==> src/hw/rtl/trpm_pkg.sv <==
// shared widths, constants and types of the throughput rate peak monitor
package trpm_pkg;

  localparam int TIME_W   = 32;
  localparam int CNT_W    = 48;
  localparam int SPAN_W   = 11;
  localparam int PIX_W    = 16;
  localparam int REM_W    = 10;
  localparam int DIVD_W   = 58;
  localparam int DIVS_W   = 32;
  localparam int MS_PER_S = 1000;

  localparam logic [SPAN_W-1:0] SPAN_RESET = 11'd256;

  typedef struct packed {
    logic              done;
    logic [DIVD_W-1:0] quot;
    logic [DIVS_W-1:0] rem;
  } div_res_t;

endpackage

==> src/hw/rtl/trpm_div.sv <==
// bit-serial restoring divider, one quotient bit per cycle
module trpm_div
  import trpm_pkg::*;
(
  input  logic              clk,
  input  logic              rst_n,
  input  logic              start,
  input  logic [DIVD_W-1:0] dividend,
  input  logic [DIVS_W-1:0] divisor,
  output div_res_t          res
);

  localparam int STEP_W = $clog2(DIVD_W + 1);

  logic [DIVD_W-1:0] quot_r, quot_nxt;
  logic [DIVS_W-1:0] rem_r, rem_nxt;
  logic [DIVS_W-1:0] dvs_r, dvs_nxt;
  logic [STEP_W-1:0] step_r, step_nxt;
  logic              done_r, done_nxt;
  logic [DIVS_W:0]   trial;

  always_comb begin
    quot_nxt = quot_r;
    rem_nxt  = rem_r;
    dvs_nxt  = dvs_r;
    step_nxt = step_r;
    done_nxt = 1'b0;
    trial    = {rem_r, quot_r[DIVD_W-1]};
    if (step_r != '0) begin
      if (trial >= {1'b0, dvs_r}) begin
        rem_nxt = DIVS_W'(trial - {1'b0, dvs_r});
        quot_nxt = {quot_r[DIVD_W-2:0], 1'b1};
      end else begin
        rem_nxt = trial[DIVS_W-1:0];
        quot_nxt = {quot_r[DIVD_W-2:0], 1'b0};
      end
      step_nxt = step_r - 1'b1;
      done_nxt = (step_r == STEP_W'(1));
    end else if (start) begin
      quot_nxt = dividend;
      rem_nxt  = '0;
      dvs_nxt  = divisor;
      step_nxt = STEP_W'(DIVD_W);
    end
  end

  always_ff @(posedge clk) begin
    if (!rst_n) begin
      step_r <= '0;
      done_r <= 1'b0;
    end else begin
      step_r <= step_nxt;
      done_r <= done_nxt;
    end
    quot_r <= quot_nxt;
    rem_r  <= rem_nxt;
    dvs_r  <= dvs_nxt;
  end

  assign res.done = done_r;
  assign res.quot = quot_r;
  assign res.rem  = rem_r;

endmodule

==> config.mk <==
export PLATFORM = sky130hd
export DESIGN_NAME = trpm_div
export DESIGN_NICKNAME = d
export VERILOG_FILES = /design/src/hw/rtl/trpm_pkg.sv /design/src/hw/rtl/trpm_div.sv
export SDC_FILE = /design/constraint.sdc
export NUM_CORES = 1
export LEC_CHECK = 0
export CAP_MARGIN = 25
export CORE_MARGIN = 5
export CORE_UTILIZATION = 53
export CTS_CLUSTER_SIZE = 20
export DETAILED_ROUTE_END_ITERATION = 10
export DONT_BUFFER_PORTS = 1
export PLACE_DENSITY_LB_ADDON = 0.12
export SETUP_SLACK_MARGIN = 0.3
export SYNTH_ARGS = -nofsm -noshare
export SYNTH_HDL_FRONTEND = slang
export SYNTH_SLANG_ARGS = --single-unit
==> constraint.sdc <==
create_clock -name clk -period 7.9 [get_ports clk]
set_input_delay 1.58 -clock clk [delete_from_list [all_inputs] [get_ports clk]]
set_output_delay 1.58 -clock clk [all_outputs]
set_load 0.05 [all_outputs]
* Word-level counts from Yosys, hierarchy flattened
Cells that the tools add are included.
** Cells by class
- Muxes and demuxes :: 8
- $add $sub $neg :: 2
- $lt $le $gt $ge :: 1
- Reduce and logical (&&, ||, !) cells :: 4
- Bitwise logic cells :: 1
- Equal/unequal tests :: 1
** Operators with widths (number)
- 58-bit 2-to-1 mux :: 2
- 32-bit 2-to-1 mux :: 3
- 33-bit by 32-bit greater-or-equal comparator with 1-bit output :: 1
- 32-bit subtractor :: 1
- 6-bit 2-to-1 mux :: 2
- 6-bit by 1-bit equality test with 1-bit output, second input constant :: 1
- 6-bit nonzero test :: 1
- 6-bit by 1-bit subtractor with 6-bit output, second input constant :: 1
- 2-bit AND reduction :: 2
- 2-bit nonzero test :: 1
- 1-bit 2-to-1 mux :: 1
- 1-bit inverter :: 1
** Word-level totals
- Word-level logic and storage cells :: 22
- Input bits :: 93
- Register bits :: 129
- Output and inout port bits :: 91

* Longest topological paths before layout
Gate-level depths: netlist of run 1.
- Depth after elaboration :: 3
- Mapped depth :: 12
- Depth with buffers taken out :: 12

* Worst setup path after synthesis of run 1
OpenSTA, ideal clock, no wires.
- Kind :: input -> register
- Start point :: input start
- End point :: register quot_r[0] (enable)
- Stages on the path :: 2
- Arrival :: 3.431 ns
- Buffers on the path :: 0
- Setup time :: 0.446 ns
- Slack :: 4.022 ns
- Cell sequence :: nor2_1 > inv_1
** On the way
- Cells in the longest elaborated chain, start to end :: 1
** RTL lines
- from (decl) :: RTL line trpm_div.sv:7 : input logic start,
- 2-bit nonzero test (no line)
- to (signal assigned) :: RTL line trpm_div.sv:55 : quot_r <= quot_nxt;
- to (decl) :: RTL line trpm_div.sv:15 : logic [DIVD_W-1:0] quot_r, quot_nxt;
No other way between the ends.
A chain may end at the register's enable or synchronous reset.

* Worst setup path after layout of run 1
- Start point :: register rem_r[22]
- End point :: register rem_r[27], data pin
** On the way
- Cells in the longest elaborated chain, start to end :: 3
- Elaborated cells on any way between the ends :: 4
- Those cells by class :: add/sub: 1; order compare: 1; mux: 2
** RTL lines
- from (decl) :: RTL line trpm_div.sv:16 : logic [DIVS_W-1:0] rem_r, rem_nxt;
- from (signal assigned) :: RTL line trpm_div.sv:56 : rem_r <= rem_nxt;
- 32-bit subtractor or 33-bit by 32-bit greater-or-equal comparator with 1-bit output (tied branches) :: RTL line trpm_div.sv:31, trpm_div.sv:30
- 32-bit 2-to-1 mux * :: RTL line trpm_div.sv:30 : if (trial >= {1'b0, dvs_r}) begin
- 32-bit 2-to-1 mux * :: RTL line trpm_div.sv:29 : if (step_r != '0) begin
Every way passes the cells marked *; elsewhere a longest branch is shown, timed or not.

==> results of run 1 <==
worst min-delay path by stage:
stage,depth (start not counted),to,slack [ns]
global route,1,done_r,0.54
detailed placement,1,done_r,0.49
CTS,1,done_r,0.50
floorplan,1,done_r,0.44
finish,1,done_r,0.50
global placement,1,done_r,0.47
Yosys cell counts, drive strengths merged (2+ instances only):
| master | n | area (µm²) |
|---|---|---|
| nor3b | 4 | 35.0 |
| a31oi | 2 | 12.5 |
| nor4 | 5 | 31.3 |
| a21oi | 55 | 283 |
| buf | 7 | 48.8 |
| nand4 | 5 | 31.3 |
| or3 | 3 | 18.8 |
| mux2i | 2 | 20.0 |
| xnor2 | 12 | 105 |
| o41ai | 2 | 25.0 |
| a211oi | 9 | 72.6 |
| a21o | 10 | 75.1 |
| nand2 | 240 | 901 |
| a2111oi | 3 | 51.3 |
| xor2 | 7 | 61.3 |
| dfxtp | 7 | 140 |
| ha | 34 | 425 |
| and3 | 8 | 50.1 |
| nor3 | 12 | 76.3 |
| nand3 | 10 | 50.1 |
| clkbuf | 22 | 82.6 |
| inv | 43 | 161 |
| o22ai | 3 | 18.8 |
| edfxtp | 122 | 3660 |
| and2 | 4 | 25.0 |
| o211a | 4 | 40.0 |
| o31ai | 4 | 53.8 |
| o21bai | 4 | 41.3 |
| o21ai | 20 | 100 |
| o311a | 2 | 20.0 |
| o31a | 4 | 36.3 |
| o21a | 6 | 45.0 |
| nor2 | 31 | 116 |
| o211ai | 8 | 60.1 |
| nor2b | 4 | 25.0 |
| nand2b | 2 | 12.5 |
flip-flops by register name (all words and copies together) (netlist names):
name	flops
quot_r	58
done_r	1
dvs_r	32
rem_r	32
step_r	6
cell families (layout without fill, tap and decap cells):
family | Yosys count | in the layout | synth area share
buffers and inverters | 72 | 80 | 0.0411
XOR/XNOR | 19 | 19 | 0.0234
AO/OA/AOI/OAI | 145 | 145 | 0.142
AND/OR/NAND/NOR | 329 | 329 | 0.194
multiplexers | 2 | 2 | 0.00281
flip-flops | 129 | 129 | 0.534
adder cells (fa/ha/maj) | 35 | 35 | 0.0625
through the flow:
step / cells / setup slack, ns / area, µm²
after floorplan: 731 / 4.02 / 7120
after global placement: 883 / 4.22 / 7260
after detailed placement: 883 / 4.13 / 7260
after CTS: 915 / 4.11 / 7810
after global routing: 915 / 3.84 / 7810
final: 915 / 4.09 / 7810
area by class of cell:
type | count | area [µm²]
Fill cell | 1120 | 5380
Sequential cell | 129 | 3800
Multi-Input combinational cell | 530 | 3030
Clock buffer | 17 | 425
Tap cell | 176 | 220
Inverter | 43 | 163
Clock inverter | 15 | 131
Timing Repair Buffer | 5 | 37.5
critical path: cells and delay by family, from the launching register on:
kind | cells | cell delay, ns
AND/OR/NAND/NOR | 4 | 0.75
adder cells (fa/ha/maj) | 1 | 0.52
flip-flops | 1 | 0.64
AO/OA/AOI/OAI | 4 | 1.32
buffers and inverters | 1 | 0.39
metal layers:
metal	GRT usage	up-vias	routed length [µm]
met3	0.101	37	1690
li1	-	2563	-
met4	0.0789	6	413
met1	0.264	2456	7100
met2	0.362	210	8430
met5	0	-	28
cells in the final DEF (no fill, tap or decap), types with 10 or more instances in the layout:
cell type / instances
nand2_1: 239
edfxtp_1: 122
a21oi_1: 53
inv_1: 42
ha_1: 34
nor2_1: 31
clkbuf_16: 17
o21ai_0: 12
xnor2_1: 12
nand3_1: 10
a21o_1: 10
nor3_1: 10
==> reports/metrics.cfg, run 1 <==
[run_status]
outcome=finished clean

[synth]
synth-edff-count=122
ys.flop_type=edfxtp_1
yosysSeqAreaShare=0.534
synth_async_sr_flop_share=0
ys_ff_latch=129
ys_types=62
synth_area_um2=7120
synth_warnings=0
syn_avg_cell_area_um2=9.75
synth_fp_nets=859
syn-instance-count=731

[global_routing]
grt_start_max_net_pins=73
first_global_vias=5428
grt_pass1_wl_um=28200
grt_overflow=0
grt_antenna_before_repair=3
grt.total_usage=0.223

[worst_setup_path]
start_kind=flop
setup.worst_path.end=rem_r[27]
reg2reg_from=rem_r[22]
critical_path_class=flop to flop
r2r_cells=10
r2r-end=rem_r[27]
endpoint_kind=flop
cp-startpoint=rem_r[22]
slowest_stage=o31ai_4
slowest_delay_ns=0.66
cp_data_required_time_ns=8.16
critPathMaxFanout=21
crit_chain=ha_1 -> and2_1 -> and3_1 -> o2111ai_1 -> a21oi_1 -> nor3_4 -> o31ai_4 -> buf_4 -> nand2_1 -> o31ai_2
r2r_slack_ns=4.09
crit_arrival_ns=4.07

[route]
route.detailed.drc=0
num_vias=5272
drtIter0Drc=405
routedWlPerCell_um=19.3
drt_wl_total_um=17700
vias_per_cell=5.76
ant_nets=0
firstDrtPassIters=4

[die]
die_w_um=126
dieArea_um2=15900
ioPinCount=184
initial_core_util=0.540
core_um2=13200
chipHeight_um=126
num_rows=42

[hold_path]
min_from=step_r[5]
worst_hold_path_type=flop to flop

[cells_and_area]
antennaDiodeCount=0
nets=854
synthToLayoutAreaGrowth_pct=9.66
final_core_util=0.592
drive_gt1_frac=0.0731

[sta]
finalCritPeriodShare=0.482
fin_hold_ws_ns=0.505
tightest_slew_ns=0.795
setup_viol=0
finalClockSkew_ns=0.00971
finalMaxSlewViolations=0
slew_headroom=0.456
rsz0062_at_grt=false
fin_setup_tns_ns=0
max_freq_mhz=263
fin_crit_ns=3.81
hold_viol_final=0

[flow_run]
max-cap-violations=0

[cts]
hold_buffers=0
cts_buffer_depth=2
clkSinkCount=129
clock_latency_ns=0.42
clk_pin_slew_worst_paths_ns=0.06
cts_root_buf=clkbuf_16
numCtsBuffers=17
cts_tree=yes
htreeDepth=4
cts_setup_buffers=0
cts_resized=0

[placement]
port_buffers=0
dp_hpwl_um=12600
place_congestion=0.972

Power of run 1 is not shown: default switching activity piles up to over one toggle a cycle in this logic, so the estimate is an artifact.
==> inputs of run 2 (changes only) <==
--- a/config.mk
+++ b/config.mk
@@ -5,6 +5,7 @@
 export SDC_FILE = /design/constraint.sdc
 export NUM_CORES = 1
 export LEC_CHECK = 0
+export ABC_AREA = 1
 export CAP_MARGIN = 25
 export CORE_MARGIN = 5
 export CORE_UTILIZATION = 53
==> constraint.sdc (replaced) <==
create_clock -name clk -period 3.5 [get_ports clk]
set_input_delay 0.7 -clock clk [delete_from_list [all_inputs] [get_ports clk]]
set_output_delay 0.7 -clock clk [all_outputs]
set_load 0.05 [all_outputs]
==> reports/metrics.cfg, run 2 <==
[placement]
dp_hpwl_um=16200
place_congestion=0.920
port_buffers=0

[sta]
rsz0062_at_grt=false
slew_headroom=0.540
hold_viol_final=0
fin_setup_tns_ns=0
max_freq_mhz=357
finalClockSkew_ns=0.0127
finalMaxSlewViolations=0
fin_crit_ns=2.81
finalCritPeriodShare=0.801
tightest_slew_ns=0.690
setup_viol=0

[synth]
ys.flop_type=edfxtp_1
syn-instance-count=1082
synth-edff-count=122
synth_warnings=0
synth_commonest_cells=468 x nand2_1, 173 x inv_1, 122 x edfxtp_1
synth-compound-area-share=0.0195
synthTopCellsByArea=edfxtp_1 45%, nand2_1 21%, inv_1 7.9%, ha_1 5.2%, nor2_1 4.0%
synth_top_family_by_area=simple AND/OR/NAND/NOR gates
ys_ff_latch=129
synth_async_sr_flop_share=0
muxShareOfSynthArea=0
yosysSeqAreaShare=0.463
synth_most_common_cell=nand2_1
yosys.area.top_type_share=0.446
ys_types=35
synth_fa_ha_area_frac=0.0542
syn_avg_cell_area_um2=7.59
synth_fp_nets=1210
yosys.area_share.simple=0.348
synth_xor_area_frac=0.0160
synth_area_um2=8210
yosysTopAreaCell=edfxtp_1

[cts]
cts_buffer_depth=2
numCtsBuffers=17
cts_resized=0
cts_root_buf=clkbuf_16
clk_pin_slew_worst_paths_ns=0.06
htreeDepth=4
cts_setup_buffers=0
cts_tree=yes
clkSinkCount=129
clock_latency_ns=0.43
hold_buffers=0

[worst_setup_path]
critPathMaxFanout=25
cp_data_required_time_ns=3.68
crit_arrival_ns=2.98
critical_path_class=flop to flop
start_kind=flop
endpoint_kind=flop

[cells_and_area]
largest_reg_flops=58
regMostFlops=quot_r
drive_gt1_frac=0.0783
layout_commonest_cell=nand2_1
synthToLayoutAreaGrowth_pct=8.97
mostFrequentLayoutCells=467 x nand2_1, 172 x inv_1, 122 x edfxtp_1
fillers=1428
nets=1214
antennaDiodeCount=0
biggestRegsByFlops=quot_r (58), dvs_r (32), rem_r (32)

[route]
drt_wl_total_um=21200
drtIter0Drc=376
routedWlPerCell_um=16.4
ant_nets=0
num_vias=6462
firstDrtPassIters=5
vias_per_cell=5.02
route.detailed.drc=0

[hold_path]
worst_hold_path_type=input pin to flop

[die]
num_rows=45
die_w_um=134
core_um2=15200
initial_core_util=0.540
dieArea_um2=18100
chipHeight_um=134
ioPinCount=184

[global_routing]
grt_pass1_wl_um=33900
grt_overflow=0
grt.total_usage=0.240
grt_start_max_net_pins=69
first_global_vias=6406
grt_antenna_before_repair=1

[run_status]
outcome=finished clean

[flow_run]
max-cap-violations=0

-- run 2: changes by cell type in the layout (fill, tap and decap cells not counted), moves of 7 or more --
cell,before,now
xnor2_1,12,2
a21o_1,10,2
nand3_1,10,33
inv_1,42,172
o211ai_1,8,0
nor2_2,0,26
nand3b_1,0,26
a21oi_1,53,21
nand2_1,239,467
and3_1,8,0
a211oi_1,8,1
nor2_1,31,86
o21ai_0,12,3
o21ai_1,8,0
-- run 2: final timing paths --
path	start	endpoint	slack (ns)	depth (start not counted)
worst max register to register	rem_r[27]	rem_r[26]	0.69	10
worst min-delay path	divisor[23]	dvs_r[23]	0.36	0
worst min register to register	step_r[0]	step_r[0]	0.48	1
worst max-delay path	rem_r[27]	rem_r[26]	0.69	10
-- run 2: per-layer routing --
layer | routed length (µm) | GRT usage | share of wire
met1 | 8680 | 0.287 | 0.41
met2 | 10300 | 0.411 | 0.49
met3 | 1810 | 0.0876 | 0.085
met4 | 333 | 0.0667 | 0.016
met5 | 11 | 0 | 0.00052
-- run 2: critical path, cell delays in order, from the launching register on --
cell	delay [ns]
edfxtp_1	0.64
ha_1	0.51
nand2_2	0.10
nor2_2	0.23
nand3_2	0.15
nor3_4	0.23
nand2_8	0.18
nand2_8	0.18
inv_6	0.14
nor2_1	0.13
nor2_1	0.05
-- run 2: logic make-up (layout without fill, tap and decap cells) --
kind of cell | after synthesis | count (layout)
simple gates | 672 | 672
buf+inv | 202 | 218
flops | 129 | 129
fa+ha+maj | 35 | 35
compound gates | 29 | 29
xor+xnor | 15 | 15
-- run 2: final cells by class --
class	count	area, µm²	share of cell area
Timing Repair Buffer	10	100	0.0112
Clock inverter	13	104	0.0116
Multi-Input combinational cell	751	3610	0.403
Clock buffer	18	429	0.0480
Inverter	177	671	0.0749
Sequential cell	129	3800	0.425
Tap cell	188	235	0.0263
-- run 2: metrics by stage --
step	hold slack [ns]	instance area (µm²)	utilization	worst slack [ns]	cells
after floorplan	0.454	8210	-	0.314	1082
after global placement	0.470	8420	0.554	0.720	1255
after global routing	0.346	8950	0.589	0.523	1286
final	0.362	8950	0.589	0.695	1286
after CTS	0.350	8950	0.589	0.682	1286
after detailed placement	0.475	8420	0.554	0.701	1255
Power of run 2 is left out for the same reason.
==> inputs of run 3 (changes only) <==
==> constraint.sdc (replaced) <==
create_clock -name clk -period 2.85 [get_ports clk]
set_input_delay 0.57 -clock clk [delete_from_list [all_inputs] [get_ports clk]]
set_output_delay 0.57 -clock clk [all_outputs]
set_load 0.05 [all_outputs]
==> reports/metrics.cfg, run 3 (synthesis gave the netlist of run 2 again) <==
[worst_setup_path]
critPathMaxFanout=17
critical_path_buf_inv_count=2
slowest_delay_ns=0.43
crit_chain=ha_1 -> a21oi_1 -> nand2_1 -> a21oi_1 -> nand3_2 -> inv_2 -> buf_6 -> nand3b_1 -> nand2_1 -> nor2_1
r2r_slack_ns=0.47
path_delay_family=buffers and inverters
crit_arrival_ns=2.55
r2r-end=rem_r[11]
start_kind=flop
cp_num_cells=10
r2r_cells=10
reg2reg_from=rem_r[27]
endpoint_kind=flop
slowest_stage=edfxtp_1
cp-startpoint=rem_r[27]
critical_path_class=flop to flop
setup.worst_path.end=rem_r[11]
cp_data_required_time_ns=3.02

[cells_and_area]
mostFrequentLayoutCells=466 x nand2_1, 169 x inv_1, 122 x edfxtp_1
synthToLayoutAreaGrowth_pct=13.1
nets=1245
drive_gt1_frac=0.116
final_core_util=0.611
biggestRegsByFlops=quot_r (58), dvs_r (32), rem_r (32)
largest_reg_flops=58
layout_commonest_cell=nand2_1
antennaDiodeCount=0
multi_input_area_um2=3650
layout.area.seq_um2=3810
fillers=1409
regMostFlops=quot_r
stdcell_count=1318

[sta]
finalMaxSlewViolations=0
fin_setup_tns_ns=0
rsz0062_at_grt=true
tightest_slew_ns=0.728
max_freq_mhz=420
finalClockSkew_ns=0.0156
fin_crit_ns=2.38
setup_ws_ns=0.471
hold_viol_final=0
finalCritPeriodShare=0.835
setup_viol=0
slew_headroom=0.515

[run_status]
outcome=finished clean

[hold_path]
worst_hold_path_type=input pin to flop
whs_path_depth=0

[route]
routed.top_layer=met5
drtIter0Drc=494
dr_wl_met2_um=10300
route.detailed.drc=0
firstDrtPassIters=5
met1Wirelength_um=8810
drt_wl_total_um=21600
routedWlPerCell_um=16.4
ant_nets=0
route.met3.wl_um=1900
vias_per_cell=5.06
num_vias=6673

[placement]
dp_hpwl_um=16500
place_ws_ns=0.399
place_inst=1286
port_buffers=0
place_congestion=1.00

[cts]
htreeDepth=4
cts_root_buf=clkbuf_16
cts_buffer_depth=2
clock_latency_ns=0.42
numCtsBuffers=17
clkSinkCount=129
clk_pin_slew_worst_paths_ns=0.06
cts_tree=yes

[die]
initial_core_util=0.540
chipHeight_um=134
num_rows=45
ioPinCount=184
dieArea_um2=18100
die_w_um=134
core_um2=15200

[flow_run]
max-cap-violations=0

[global_routing]
grt_start_max_net_pins=67
first_global_vias=6523
grt.total_usage=0.242
grt_overflow=0
grt_pass1_wl_um=34000
grt_antenna_before_repair=3

-- run 3: area by class of cell --
| type | count | area share |
|---|---|---|
| flip-flops and latches | 129 | 0.410 |
| clock buffers | 20 | 0.0470 |
| multi-input cells | 751 | 0.394 |
| repair buffers | 41 | 0.0380 |
| well taps | 188 | 0.0253 |
| inverters | 177 | 0.0728 |
| clock inverters | 12 | 0.0135 |
-- run 3: worst min-delay path by stage --
stage	slack (ns)	to	startpoint
floorplan	0.43	step_r[0]	step_r[0]
global placement	0.44	step_r[0]	step_r[0]
detailed placement	0.46	step_r[0]	step_r[0]
CTS	0.22	dvs_r[23]	divisor[23]
global route	0.22	dvs_r[23]	divisor[23]
finish	0.24	dvs_r[23]	divisor[23]
-- run 3: worst reg2reg max path, delay by kind of cell, from the launching register on --
| kind | cells | cell delay, ns |
|---|---|---|
| and+or+nand+nor | 5 | 0.43 |
| DFF | 1 | 0.43 |
| AOI/OAI and AO/OA | 2 | 0.40 |
| adders and majority gates | 1 | 0.39 |
| buffers and inverters | 2 | 0.47 |
-- run 3: what timing repair did --
| item | CTS | global route |
|---|---|---|
| hold buffers | 0 | 0 |
| setup buffers | 0 | 0 |
| endpoints found under the setup margin | 0 | 28 |
| gates resized for setup | 0 | 11 |
-- run 3: per-layer routing --
metal,track usage,vias up
met2,0.399,243
met4,0.0848,4
met3,0.0950,41
li1,-,3427
met5,0,-
met1,0.290,2958
-- run 3: per-stage QoR --
step / instance area (µm²) / hold WS [ns]
floorplan: 8250 / 0.432
global placement: 8690 / 0.445
detailed placement: 8690 / 0.461
CTS: 9250 / 0.224
global route: 9290 / 0.218
finish: 9290 / 0.238
Power of run 3 is left out for the same reason.
